`src/rtl/lwbc_pkg.sv`:
```
// Package: shared types, constants and command/status structs for the block cache.
package lwbc_pkg;

    localparam int NumBufs   = 16;
    localparam int SlotBits  = $clog2(NumBufs);
    localparam int CntBits   = SlotBits + 1;
    localparam int BlkBits   = 16;
    localparam int DataBits  = 64;

    // input kinds
    localparam logic [1:0] K_READ  = 2'd0;
    localparam logic [1:0] K_WRITE = 2'd1;
    localparam logic [1:0] K_SYNC  = 2'd2;
    localparam logic [1:0] K_FILL  = 2'd3;

    // result kinds
    localparam logic [2:0] R_READ_DATA  = 3'd0;
    localparam logic [2:0] R_WRITE_DONE = 3'd1;
    localparam logic [2:0] R_DISK_READ  = 3'd2;
    localparam logic [2:0] R_DISK_WRITE = 3'd3;
    localparam logic [2:0] R_SYNC_DONE  = 3'd4;
    localparam logic [2:0] R_REJECT     = 3'd5;

    typedef enum logic [3:0] {
        S_IDLE,
        S_SCAN,
        S_DECIDE,
        S_EVICT_OUT,
        S_CLAIM,
        S_FINISH_OUT,
        S_SYNC_SCAN,
        S_SYNC_OUT,
        S_SYNC_DONE
    } t_state;

    // controller -> datapath
    typedef struct packed {
        logic load;        // latch the accepted item
        logic scan_clr;    // restart slot pointer
        logic scan_step;   // advance slot pointer
        logic claim;       // claim a slot (free or LRU victim)
        logic evict_clean; // clean victim, emit write-back
        logic finish;      // apply the item's final update, emit its result
        logic sync_emit;   // emit write-back for current dirty slot
        logic sync_next;   // advance sync order
        logic sync_done;   // clear dirty state, emit sync done
        logic out_load;    // output register takes a result
    } t_cmd;

    // datapath -> controller
    typedef struct packed {
        logic scan_end;    // pointer past last used slot
        logic found;       // lookup found the block
        logic full;        // no free slot
        logic victim_dirty;
        logic reject;      // latched item is rejected
        logic [1:0] kind;
        logic sync_hit;    // current slot has current dirty order
        logic sync_last_slot;
        logic sync_end;    // order reached dirty count
        logic out_busy;    // output register holds a result that is not taken this cycle
    } t_sts;

endpackage

```
`src/rtl/lru_writeback_block_cache.sv`:
```
// Top level: fully associative LRU write-back block cache.
//
//  channel  direction  tdata (low bit up)                        tuser / tlast
//  s_axis   in         block_number[15:0], data[79:16]          kind[1:0] / -
//  m_axis   out        block_number_res[15:0], data_res[79:16]  kind_res[2:0], hit[3] / last
//
// One item at a time. Read/write: the item is latched, the lookup checks one slot
// per cycle and then the end check, a decide state, optional eviction and
// claim, then the result. Sync walks dirty order times slots, with a
// write-back for each dirty slot. Reset clears control state; no
// clearing pass. A stalled output holds the sequencer in its emit state.
module lru_writeback_block_cache (
    input  logic        i_clk,
    input  logic        i_rst_n,
    input  logic        s_axis_tvalid,
    output logic        s_axis_tready,
    input  logic [79:0] s_axis_tdata,   // block_number[15:0], data[79:16]
    input  logic [1:0]  s_axis_tuser,   // kind[1:0]
    output logic        m_axis_tvalid,
    input  logic        m_axis_tready,
    output logic [79:0] m_axis_tdata,   // block_number_res[15:0], data_res[79:16]
    output logic [3:0]  m_axis_tuser,   // kind_res[2:0], hit[3]
    output logic        m_axis_tlast
);

    lwbc_pkg::t_cmd w_cmd;
    lwbc_pkg::t_sts w_sts;
    logic [2:0]  w_kind_res;
    logic [15:0] w_blk_res;
    logic [63:0] w_data_res;
    logic        w_hit;

    lwbc_ctrl u_ctrl (
        .i_clk      (i_clk),
        .i_rst_n    (i_rst_n),
        .i_in_valid (s_axis_tvalid),
        .o_in_ready (s_axis_tready),
        .i_sts      (w_sts),
        .o_cmd      (w_cmd)
    );

    lwbc_dp u_dp (
        .i_clk              (i_clk),
        .i_rst_n            (i_rst_n),
        .i_kind             (s_axis_tuser),
        .i_block_number     (s_axis_tdata[15:0]),
        .i_data             (s_axis_tdata[79:16]),
        .i_cmd              (w_cmd),
        .o_sts              (w_sts),
        .o_out_valid        (m_axis_tvalid),
        .i_out_ready        (m_axis_tready),
        .o_kind_res         (w_kind_res),
        .o_block_number_res (w_blk_res),
        .o_data_res         (w_data_res),
        .o_hit              (w_hit),
        .o_last             (m_axis_tlast)
    );

    assign m_axis_tdata = {w_data_res, w_blk_res};
    assign m_axis_tuser = {w_hit, w_kind_res};

endmodule

```
`src/rtl/lwbc_ctrl.sv`:
```
// Controller: sequences lookup, eviction, sync walk and result issue.
module lwbc_ctrl (
    input  logic           i_clk,
    input  logic           i_rst_n,
    input  logic           i_in_valid,
    output logic           o_in_ready,
    input  lwbc_pkg::t_sts i_sts,
    output lwbc_pkg::t_cmd o_cmd
);

    lwbc_pkg::t_state r_state, n_state;

    // state register
    always_ff @(posedge i_clk) begin
        if (!i_rst_n) begin
            r_state <= lwbc_pkg::S_IDLE;
        end else begin
            r_state <= n_state;
        end
    end

    // next state
    always_comb begin
        n_state = r_state;
        unique case (r_state)
            lwbc_pkg::S_IDLE: begin
                if (i_in_valid) n_state = lwbc_pkg::S_SCAN;
            end
            lwbc_pkg::S_SCAN: begin
                if (i_sts.reject || i_sts.kind == lwbc_pkg::K_FILL)
                    n_state = lwbc_pkg::S_FINISH_OUT;
                else if (i_sts.kind == lwbc_pkg::K_SYNC)
                    n_state = lwbc_pkg::S_SYNC_SCAN;
                else if (i_sts.found || i_sts.scan_end)
                    n_state = lwbc_pkg::S_DECIDE;
            end
            lwbc_pkg::S_DECIDE: begin
                if (i_sts.found)
                    n_state = lwbc_pkg::S_FINISH_OUT;
                else if (i_sts.full && i_sts.victim_dirty)
                    n_state = lwbc_pkg::S_EVICT_OUT;
                else
                    n_state = lwbc_pkg::S_CLAIM;
            end
            lwbc_pkg::S_EVICT_OUT: begin
                if (!i_sts.out_busy) n_state = lwbc_pkg::S_CLAIM;
            end
            lwbc_pkg::S_CLAIM: n_state = lwbc_pkg::S_FINISH_OUT;
            lwbc_pkg::S_FINISH_OUT: begin
                if (!i_sts.out_busy) n_state = lwbc_pkg::S_IDLE;
            end
            lwbc_pkg::S_SYNC_SCAN: begin
                if (i_sts.sync_end)
                    n_state = lwbc_pkg::S_SYNC_DONE;
                else if (i_sts.sync_hit)
                    n_state = lwbc_pkg::S_SYNC_OUT;
            end
            lwbc_pkg::S_SYNC_OUT: begin
                if (!i_sts.out_busy) n_state = lwbc_pkg::S_SYNC_SCAN;
            end
            lwbc_pkg::S_SYNC_DONE: begin
                if (!i_sts.out_busy) n_state = lwbc_pkg::S_IDLE;
            end
            default: n_state = lwbc_pkg::S_IDLE;
        endcase
    end

    // outputs
    always_comb begin
        o_cmd      = '0;
        o_in_ready = 1'b0;
        unique case (r_state)
            lwbc_pkg::S_IDLE: begin
                o_in_ready       = 1'b1;
                o_cmd.load       = i_in_valid;
                o_cmd.scan_clr   = 1'b1;
            end
            lwbc_pkg::S_SCAN: begin
                if (!(i_sts.found || i_sts.scan_end)) o_cmd.scan_step = 1'b1;
                if (i_sts.kind == lwbc_pkg::K_SYNC) o_cmd.scan_clr = 1'b1;
            end
            lwbc_pkg::S_DECIDE: ;
            lwbc_pkg::S_EVICT_OUT: begin
                if (!i_sts.out_busy) begin
                    o_cmd.evict_clean = 1'b1;
                    o_cmd.out_load    = 1'b1;
                end
            end
            lwbc_pkg::S_CLAIM: o_cmd.claim = 1'b1;
            lwbc_pkg::S_FINISH_OUT: begin
                if (!i_sts.out_busy) begin
                    o_cmd.finish   = 1'b1;
                    o_cmd.out_load = 1'b1;
                end
            end
            lwbc_pkg::S_SYNC_SCAN: begin
                if (!i_sts.sync_end && !i_sts.sync_hit) begin
                    o_cmd.scan_step = 1'b1;
                    if (i_sts.sync_last_slot) o_cmd.sync_next = 1'b1;
                end
            end
            lwbc_pkg::S_SYNC_OUT: begin
                if (!i_sts.out_busy) begin
                    o_cmd.sync_emit = 1'b1;
                    o_cmd.sync_next = 1'b1;
                    o_cmd.scan_clr  = 1'b1;
                    o_cmd.out_load  = 1'b1;
                end
            end
            lwbc_pkg::S_SYNC_DONE: begin
                if (!i_sts.out_busy) begin
                    o_cmd.sync_done = 1'b1;
                    o_cmd.out_load  = 1'b1;
                end
            end
            default: ;
        endcase
    end

endmodule

```
`src/rtl/lwbc_dp.sv`:
```
// Datapath: slot stores, recency and dirty-order state, result register.
module lwbc_dp (
    input  logic                          i_clk,
    input  logic                          i_rst_n,
    input  logic [1:0]                    i_kind,
    input  logic [lwbc_pkg::BlkBits-1:0]  i_block_number,
    input  logic [lwbc_pkg::DataBits-1:0] i_data,
    input  lwbc_pkg::t_cmd                i_cmd,
    output lwbc_pkg::t_sts                o_sts,
    output logic                          o_out_valid,
    input  logic                          i_out_ready,
    output logic [2:0]                    o_kind_res,
    output logic [lwbc_pkg::BlkBits-1:0]  o_block_number_res,
    output logic [lwbc_pkg::DataBits-1:0] o_data_res,
    output logic                          o_hit,
    output logic                          o_last
);

    localparam int SB = lwbc_pkg::SlotBits;
    localparam int CB = lwbc_pkg::CntBits;
    localparam int NB = lwbc_pkg::NumBufs;

    // slot stores (block read at pointer and LRU slot; data also at the latched slot)
    logic [lwbc_pkg::BlkBits-1:0]  r_blk_mem  [NB];
    logic [lwbc_pkg::DataBits-1:0] r_data_mem [NB];
    logic [SB-1:0]                 r_rank     [NB];
    logic [CB-1:0]                 r_dorder   [NB];
    logic [NB-1:0]                 r_dirty;

    logic [CB-1:0] r_used, r_ndirty, r_ptr, r_sorder;
    logic          r_pending;
    logic [lwbc_pkg::BlkBits-1:0] r_pend_blk;
    logic [SB-1:0] r_pend_slot;

    // latched item and lookup result
    logic [1:0]                    r_kind;
    logic [lwbc_pkg::BlkBits-1:0]  r_blk;
    logic [lwbc_pkg::DataBits-1:0] r_data;
    logic                          r_found;
    logic [SB-1:0]                 r_slot;

    logic                          r_ovalid;

    logic [SB-1:0] w_ptr;
    logic [SB-1:0] w_lru;
    logic          w_reject;

    assign w_ptr    = r_ptr[SB-1:0];
    assign w_reject = (r_kind == lwbc_pkg::K_FILL) ? !r_pending : r_pending;

    // LRU slot: rank zero (independent compares over slots)
    always_comb begin
        w_lru = '0;
        for (int i = NB - 1; i >= 0; i--) begin
            if (r_rank[i] == '0) w_lru = SB'(i);
        end
    end

    // status
    always_comb begin
        o_sts                = '0;
        o_sts.kind           = r_kind;
        o_sts.reject         = w_reject;
        o_sts.scan_end       = (r_ptr >= r_used);
        o_sts.found          = r_found;
        o_sts.full           = (r_used == CB'(NB));
        o_sts.victim_dirty   = r_dirty[w_lru];
        o_sts.sync_end       = (r_sorder >= r_ndirty);
        o_sts.sync_hit       = r_dirty[w_ptr] && (r_dorder[w_ptr] == r_sorder);
        o_sts.sync_last_slot = (r_ptr == CB'(NB - 1));
        o_sts.out_busy       = r_ovalid && !i_out_ready;
    end

    // item latch, lookup pointer, lookup hit
    always_ff @(posedge i_clk) begin
        if (!i_rst_n) begin
            r_ptr    <= '0;
            r_found  <= 1'b0;
            r_sorder <= '0;
        end else begin
            if (i_cmd.load) begin
                r_kind <= i_kind;
                r_blk  <= i_block_number;
                r_data <= i_data;
            end
            if (i_cmd.scan_clr) begin
                r_ptr   <= '0;
                r_found <= 1'b0;
            end else if (i_cmd.scan_step) begin
                if (r_kind != lwbc_pkg::K_SYNC && r_blk_mem[w_ptr] == r_blk) begin
                    r_found <= 1'b1;
                    r_slot  <= w_ptr;
                end else begin
                    r_ptr <= (r_ptr == CB'(NB - 1) && r_kind == lwbc_pkg::K_SYNC)
                             ? '0 : r_ptr + 1'b1;
                end
            end
            if (i_cmd.load) r_sorder <= '0;
            else if (i_cmd.sync_next) r_sorder <= r_sorder + 1'b1;
            if (i_cmd.claim) r_slot <= o_sts.full ? w_lru : r_used[SB-1:0];
        end
    end

    // slot state updates and result register
    always_ff @(posedge i_clk) begin
        if (!i_rst_n) begin
            r_dirty     <= '0;
            r_ndirty    <= '0;
            r_used      <= '0;
            r_pending   <= 1'b0;
            r_pend_blk  <= '0;
            r_pend_slot <= '0;
            r_ovalid    <= 1'b0;
            for (int i = 0; i < NB; i++) r_dorder[i] <= '0;
        end else begin
            // result held until taken, refilled on a load
            r_ovalid <= i_cmd.out_load | (r_ovalid & ~i_out_ready);

            // victim write-back and clean
            if (i_cmd.evict_clean) begin
                o_kind_res         <= lwbc_pkg::R_DISK_WRITE;
                o_block_number_res <= r_blk_mem[w_lru];
                o_data_res         <= r_data_mem[w_lru];
                o_hit              <= 1'b0;
                o_last             <= 1'b0;
                for (int i = 0; i < NB; i++) begin
                    if (r_dirty[i] && r_dorder[i] > r_dorder[w_lru])
                        r_dorder[i] <= r_dorder[i] - 1'b1;
                end
                r_dirty[w_lru]  <= 1'b0;
                r_dorder[w_lru] <= '0;
                r_ndirty        <= r_ndirty - 1'b1;
            end

            // claim: fill a free slot or reuse the LRU one
            if (i_cmd.claim) begin
                if (o_sts.full) begin
                    for (int i = 0; i < NB; i++) begin
                        if (SB'(i) == w_lru) r_rank[i] <= SB'(NB - 1);
                        else r_rank[i] <= r_rank[i] - 1'b1;
                    end
                    r_blk_mem[w_lru] <= r_blk;
                end else begin
                    r_rank[r_used[SB-1:0]]    <= r_used[SB-1:0];
                    r_blk_mem[r_used[SB-1:0]] <= r_blk;
                    r_used                    <= r_used + 1'b1;
                end
            end

            // final update of read, write, fill or rejected item
            if (i_cmd.finish) begin
                o_last             <= 1'b1;
                o_hit              <= 1'b0;
                o_block_number_res <= r_blk;
                o_data_res         <= '0;
                if (w_reject) begin
                    o_kind_res <= lwbc_pkg::R_REJECT;
                end else if (r_kind == lwbc_pkg::K_FILL) begin
                    o_kind_res              <= lwbc_pkg::R_READ_DATA;
                    o_block_number_res      <= r_pend_blk;
                    o_data_res              <= r_data;
                    r_data_mem[r_pend_slot] <= r_data;
                    r_pending               <= 1'b0;
                end else begin
                    // hit: move slot to most recent
                    if (r_found) begin
                        o_hit <= 1'b1;
                        for (int i = 0; i < NB; i++) begin
                            if (CB'(i) < r_used && SB'(i) != r_slot
                                && r_rank[i] > r_rank[r_slot])
                                r_rank[i] <= r_rank[i] - 1'b1;
                        end
                        r_rank[r_slot] <= SB'(r_used - 1'b1);
                    end
                    if (r_kind == lwbc_pkg::K_READ) begin
                        if (r_found) begin
                            o_kind_res <= lwbc_pkg::R_READ_DATA;
                            o_data_res <= r_data_mem[r_slot];
                        end else begin
                            o_kind_res  <= lwbc_pkg::R_DISK_READ;
                            r_pending   <= 1'b1;
                            r_pend_blk  <= r_blk;
                            r_pend_slot <= r_slot;
                        end
                    end else begin
                        o_kind_res         <= lwbc_pkg::R_WRITE_DONE;
                        r_data_mem[r_slot] <= r_data;
                        if (!r_dirty[r_slot]) begin
                            r_dirty[r_slot]  <= 1'b1;
                            r_dorder[r_slot] <= r_ndirty;
                            r_ndirty         <= r_ndirty + 1'b1;
                        end
                    end
                end
            end

            // sync write-back of one slot
            if (i_cmd.sync_emit) begin
                o_kind_res         <= lwbc_pkg::R_DISK_WRITE;
                o_block_number_res <= r_blk_mem[w_ptr];
                o_data_res         <= r_data_mem[w_ptr];
                o_hit              <= 1'b0;
                o_last             <= 1'b0;
            end

            if (i_cmd.sync_done) begin
                o_kind_res         <= lwbc_pkg::R_SYNC_DONE;
                o_block_number_res <= '0;
                o_data_res         <= '0;
                o_hit              <= 1'b0;
                o_last             <= 1'b1;
                r_dirty            <= '0;
                r_ndirty           <= '0;
                for (int i = 0; i < NB; i++) r_dorder[i] <= '0;
            end
        end
    end

    assign o_out_valid = r_ovalid;

endmodule
```
`config.mk`:
```
export PLATFORM = sky130hd
export DESIGN_NAME = lru_writeback_block_cache
export DESIGN_NICKNAME = d
export VERILOG_FILES = /design/src/rtl/lwbc_pkg.sv /design/src/rtl/lru_writeback_block_cache.sv /design/src/rtl/lwbc_ctrl.sv /design/src/rtl/lwbc_dp.sv
export SDC_FILE = /design/constraint.sdc
export NUM_CORES = 2
export LEC_CHECK = 0
export BUFFER_PORTS_ARGS = -buffer_cell sky130_fd_sc_hd__buf_2
export CAP_MARGIN = 5
export CORE_ASPECT_RATIO = 0.9
export CORE_UTILIZATION = 50
export DETAILED_ROUTE_END_ITERATION = 6
export PLACE_DENSITY = 0.66
export SLEW_MARGIN = 20
export SYNTH_ARGS = -nofsm -noshare
export SYNTH_HDL_FRONTEND = slang
export SYNTH_SLANG_ARGS = --single-unit
```
`constraint.sdc`:
```
create_clock -name i_clk -period 8.8 [get_ports i_clk]
set_clock_uncertainty 0.2 [all_clocks]
set_input_delay 0.88 -clock i_clk [delete_from_list [all_inputs] [get_ports i_clk]]
set_output_delay 0.88 -clock i_clk [all_outputs]
set_load 0.02 [all_outputs]
```
After elaboration in Yosys (flattened, before gate mapping)
Memories as Yosys holds them, arrays and structs flattened. A register that Yosys moved wholly into a read port is not among the register bits.
Cells that the tools add are included.

word-level totals
  register bits after elaboration = 234
  memory bits (writable) = 1,424
  input bits = 86
  memories = 4

operators by class
  add/sub/neg operators = 38
  magnitude comparators = 55
  equal/unequal tests = 53
  muxes and demuxes = 561
  bitwise gates (word level) = 76
  reduce and logical (&&, ||, !) cells = 105

memory list
  memory           words  width  rd ports  clocked after Yosys merged registers in  write ports  RTL line       RTL
  u_dp.r_data_mem  16     64     3         2                                        1            lwbc_dp.sv:25  logic [lwbc_pkg::DataBits-1:0] r_data_mem [NB];
  u_dp.r_blk_mem   16     16     2         1                                        1            lwbc_dp.sv:24  logic [lwbc_pkg::BlkBits-1:0] r_blk_mem [NB];
  u_dp.r_dorder    16     5      18        1                                        17           lwbc_dp.sv:27  logic [CB-1:0] r_dorder [NB];
  u_dp.r_rank      16     4      17        1                                        17           lwbc_dp.sv:26  logic [SB-1:0] r_rank [NB];

operator list
  operator                                                              count
  64-bit two-way mux                                                    8
  1-bit two-way mux                                                     405
  4-bit two-way mux                                                     76
  16-bit two-way mux                                                    13
  5-bit two-way mux                                                     40
  5-bit by 1-bit subtractor with 5-bit output (second input constant)   17
  5-bit > comparator                                                    16
  4-bit logical NOT                                                     18
  4-bit by 1-bit subtractor with 4-bit output (second input constant)   17
  1-bit bitwise OR                                                      65
  4-bit > comparator                                                    16
  64-bit OR reduction                                                   1
  1-bit logical AND                                                     56
  4-bit by 5-bit < comparator with 1-bit output (first input constant)  8
  4-bit == test (first input constant)                                  8
  4-bit != test (first input constant)                                  8
  4-bit case mux with 8 select lines                                    1
  5-bit by 1-bit adder with 5-bit output (second input constant)        4
  3-bit by 5-bit < comparator with 1-bit output (first input constant)  4
  3-bit two-way mux                                                     6
  16-bit AND                                                            1
  16-bit == test                                                        1
  3-bit by 4-bit == test with 1-bit output (first input constant)       4
  4-bit by 3-bit == test with 1-bit output (second input constant)      4
  other kinds (43)                                                      91

Longest topological paths before layout
An unclocked memory read counts as a cell.

  depth in word-level cells = 32
  mapped depth = 24
  mapped depth without buffers = 20

Cells and area by module
A second synthesis with hierarchy kept.

unflattened totals
  cells, all modules = 6,206
  area total of the unflattened synthesis = 91,313.8 um^2

modules (own cells, without submodules)
  module                     instances  cells an instance  area each (um^2)
  lwbc_dp                    1          6,140              90,812.1
  lwbc_ctrl                  1          65                 494.2
  lru_writeback_block_cache  1          1                  7.5

Least setup slack after synthesis
OpenSTA, ideal clock, no wires.

  path kind = reg-to-reg
  start point = memory u_dp.r_rank[8][0] in the netlist's numbering
  end point = memory u_dp.r_dorder[5][0] in the netlist's numbering, enable pin
  library setup time = 313 ps
  arrival time = 5,568 ps
  setup slack = 2,719 ps
  stages on the path, launching flop included = 22
  clock period less this slack = 6,081 ps
  cell sequence = edfxtp_1 inv_1 ha_1 or3b_2 a211oi_1 o41ai_1 a21oi_1 buf_2 buf_4 buf_4 buf_2 buf_2 mux4_2 a221oi_1 ha_1 nor2b_1 o21ai_0 nand2b_1 a21oi_1 nor2b_1 o2111ai_1 o211ai_1

RTL lines
  item             RTL line
  start, declared  lwbc_dp.sv:26
  end, declared    lwbc_dp.sv:27

==> out/metrics.cfg <==
[synthesis]
ys.warnings.count=0
seq_area_frac_synth_pct=54.23
syn_nets=5811
synthDominantCellAreaShare_pct=52.67
yosys_most_used_dff=sky130_fd_sc_hd__edfxtp_1
synth_top_cell_by_area=sky130_fd_sc_hd__edfxtp_1
post_synth_inst_count=5527
synthesis.area_per_instance_um2=16.45
ys_seq_elements=1666
async_flop_share_pct=0
yosys-top-cells-area=sky130_fd_sc_hd__edfxtp_1, sky130_fd_sc_hd__mux4_2, sky130_fd_sc_hd__ha_1
post_synth_num_cell_types=81
number_of_enable_type_register_cells_in_the_synthesized_netlist=1595
post_synth_instance_area_mm2=0.09094

[route]
detail-route-antenna-nets=0
post-route-drc-count=2
post_drt_via_cell_ratio=7.229
detail_route.first_pass.iterations=7
via_count=59210
detail_route.wirelength_um=277500
dr.first_iter.drc_count=8988
wl_per_cell_um=33.88

[timing]
unrepaired_setup_endpoints_after_global_routing=false
worstMarginPinSlew_ns=1.177
relSlewSlack_pct=21.00
timing.fmax_mhz=147.8
final.setup.tns_ns=0
final.hold.worst_slack_ns=0.03084
final_min_period_ns=6.768
maxSlewViolCount=0
fin_crit_sh_pct=76.90
final-hold-violation-count=0
report.final.setup_viol=0

[critical_path]
crit_fanout=57
critical_path.startpoint_type=register
r2r-start=u_dp.r_rank[15][0]$_DFFE_PP_
crit_path_start=u_dp.r_rank[15][0]$_DFFE_PP_
setup.worst_path.end=u_dp.r_dorder[5][1]$_DFFE_PP_
setup.reg_to_reg.worst_slack_ns=2.03
regToRegEndpoint=u_dp.r_dorder[5][1]$_DFFE_PP_
critPathRequiredTime_ns=9.11
worstRegToRegCells=20
critical_path_class=reg -> reg
critPathCaptureType=register
cp.arrival_ns=7.08

[clock_network]
clk_root_buffer_cell=sky130_fd_sc_hd__clkbuf_16
cts_clock_pin_slew_for_the_worst_setup_and_hold_paths_ns=0.06
postCtsSetupBuffers=0
clock_sink_count=1666
cts_tree=built
clk-insertion-delay-late_ns=0.86
clock_path_buffers=3
cts.repair.resized=0
cts_made_buffers=175
ctsHtreeMaxLevel=4

[run]
timing.max_cap.violations=0

[finish]
syn_to_final_growth_pct=11.14
fillCellCount=13940
leading_cell_type_in_the_layout_fill_and_taps_excluded=sky130_fd_sc_hd__edfxtp_1
drive_above_1_share_pct=30.34
most-common-layout-cells=sky130_fd_sc_hd__edfxtp_1, sky130_fd_sc_hd__mux4_2, sky130_fd_sc_hd__nand2_1
fin_util_pct=55.92
finish.net_count=5926

[placed_design]
routabilityCongestion=0.9398
buffer_ports.inserted=172
dp.final_hpwl_um=154700

[global_routing]
met2_usage_pct=45.99
use_met3_pct=6.323
groute.layer.met1.usage_pct=42.08
grt_most_used_layer=met2
grt.total_usage_pct=30.12
grt_max_degree=137
first_global_vias=58160
grt-ovfl-total=0
grt_antenna_before_repair=3
grt_pass1_wl_um=401900

[floorplan]
design.core.area_mm2=0.1807
die_width_um=451.5
initial_core_utilization_pct=50.32
die_height_um=406.6
fp.dieArea_mm2=0.1836
rows=148
io_pins=173

[power_and_ir_drop]
vdd_ir_drop_max_v=0.0001749
total_leakage_power_uw=0.03201
power_density_mw_per_mm2=196.7

[min_path]
type_of_the_worst_min_delay_path=in -> reg

[run_status]
outcome=finished, violations left
violated_checks=DRC

## cells by family after synthesis
kind of cell / synth area share [%]
AO/OA/AOI/OAI: 7.428
XOR/XNOR: 1.329
adder cells (fa/ha/maj): 2.724
buffers and inverters: 2.351
flip-flops: 54.23
multiplexers: 27.22
AND/OR/NAND/NOR: 4.714
## synthesized netlist by cell type, drive strengths merged (6+ instances only)
master and count:
nand3 84, nor3 56, and3 30, or2 8
o211ai 24, nand2 359, nand4 18, nand2b 39
o21a 37, ha 198, a22oi 175, buf 159
a221o 68, a21o 6, nor4 12, nor2 173
inv 103, clkbuf 260, a21oi 154, a211oi 16
mux4 1070, o221ai 15, dfxtp 71, a21boi 20
xor2 59, mux2 11, o2111ai 13, xnor2 79
nor3b 20, o22ai 33, a31oi 74, or3b 8
a22o 66, edfxtp 1595, o21ai 145, o311ai 10
a41oi 9, o31ai 68, mux2i 52, and2 20
nor2b 57, or3 13
## state kept, by name, indices dropped and copies added, names as in the netlist, 2 cells and up, named ones only
signal / count
u_dp.r_blk_mem: 256
u_ctrl.r_state: 4
u_dp.r_blk: 16
u_dp.o_kind_res: 3
u_dp.r_pend_slot: 4
u_dp.r_used: 5
u_dp.r_data_mem: 1024
u_dp.r_rank: 64
u_dp.r_dirty: 16
u_dp.r_sorder: 5
u_dp.r_pend_blk: 16
u_dp.r_ptr: 5
u_dp.r_ndirty: 5
u_dp.r_slot: 4
u_dp.r_kind: 2
u_dp.o_block_number_res: 16
u_dp.r_dorder: 80
u_dp.r_data: 64
u_dp.o_data_res: 64
## report_power, final
group          internal, uW  switching [uW]  leakage (uW)
clock                  4310            3290       0.00285
sequential             9050             461        0.0152
combinational          1280            1490        0.0140
total                 14600            5240        0.0320
## per-layer routing
| layer | share of wire (%) | vias to the layer above |
|---|---|---|
| met2 | 46 | 4295 |
| met5 | 0.0047 | - |
| met4 | 4.8 | 2 |
| met1 | 38 | 30550 |
| li1 | - | 23650 |
| met3 | 12 | 711 |
## worst min-delay path by stage
stage                                          start                               end  slack (ns)  cells past startpoint
detailed placement  u_dp.r_pend_blk[11]$_SDFFE_PN0P_  u_dp.r_pend_blk[11]$_SDFFE_PN0P_        0.26                      2
floorplan            u_dp.r_pend_blk[1]$_SDFFE_PN0P_   u_dp.r_pend_blk[1]$_SDFFE_PN0P_        0.24                      2
global route                        s_axis_tdata[18]          u_dp.r_data[2]$_DFFE_PP_       0.009                      1
finish                              s_axis_tdata[70]         u_dp.r_data[54]$_DFFE_PP_        0.03                      1
global placement     u_dp.r_pend_blk[2]$_SDFFE_PN0P_   u_dp.r_pend_blk[2]$_SDFFE_PN0P_        0.25                      2
CTS                                 s_axis_tdata[18]          u_dp.r_data[2]$_DFFE_PP_       0.003                      1
## per-stage QoR
step | instance area (um^2) | worst slack, ns | cells | total power (uW)
floorplan | 90940 | 2.719 | 5527 | 11430
global placement | 94570 | 2.263 | 7809 | 12340
detailed placement | 94600 | 2.179 | 7810 | 12380
CTS | 101000 | 2.161 | 8185 | 19900
global route | 101100 | 1.540 | 8189 | 20430
finish | 101100 | 2.032 | 8191 | 19880
## critical path, stage by stage (launching register included)
cell                        delay (ns)
sky130_fd_sc_hd__edfxtp_1         0.44
sky130_fd_sc_hd__inv_1            0.11
sky130_fd_sc_hd__ha_1             0.18
sky130_fd_sc_hd__nor3b_1          0.40
sky130_fd_sc_hd__nor2_1           0.08
sky130_fd_sc_hd__o31ai_1          0.87
sky130_fd_sc_hd__a221o_4          0.93
sky130_fd_sc_hd__mux2i_1          0.27
sky130_fd_sc_hd__nor2_1           0.05
sky130_fd_sc_hd__a31oi_1          0.18
sky130_fd_sc_hd__o22ai_1          0.11
sky130_fd_sc_hd__a221oi_2         0.82
sky130_fd_sc_hd__buf_4            0.34
sky130_fd_sc_hd__ha_1             0.17
sky130_fd_sc_hd__nor2b_1          0.04
sky130_fd_sc_hd__o21ai_0          0.15
sky130_fd_sc_hd__nand2b_1         0.07
sky130_fd_sc_hd__a21oi_1          0.15
sky130_fd_sc_hd__nor2b_1          0.06
sky130_fd_sc_hd__o2111ai_1        0.45
sky130_fd_sc_hd__o211ai_1         0.33
## cell type report
type	count	area (um^2)	share of cell area (%)
antenna	4	10.01	0.009903
clock buffer	208	4523	4.475
clock inverter	114	1353	1.338
inverter	104	397.9	0.3937
multi-input combinational	3338	39830	39.41
sequential	1666	49340	48.82
tap	2400	3003	2.971
timing repair buffer	357	2614	2.586
## what timing repair did
| item | 4_1_cts | 5_1_grt |
|---|---|---|
| hold endpoints to repair | 53 | 0 |
| hold buffers | 53 | 0 |
| setup endpoints to repair | 0 | 0 |
No activity file was read; power rests on OpenSTA's default activity.
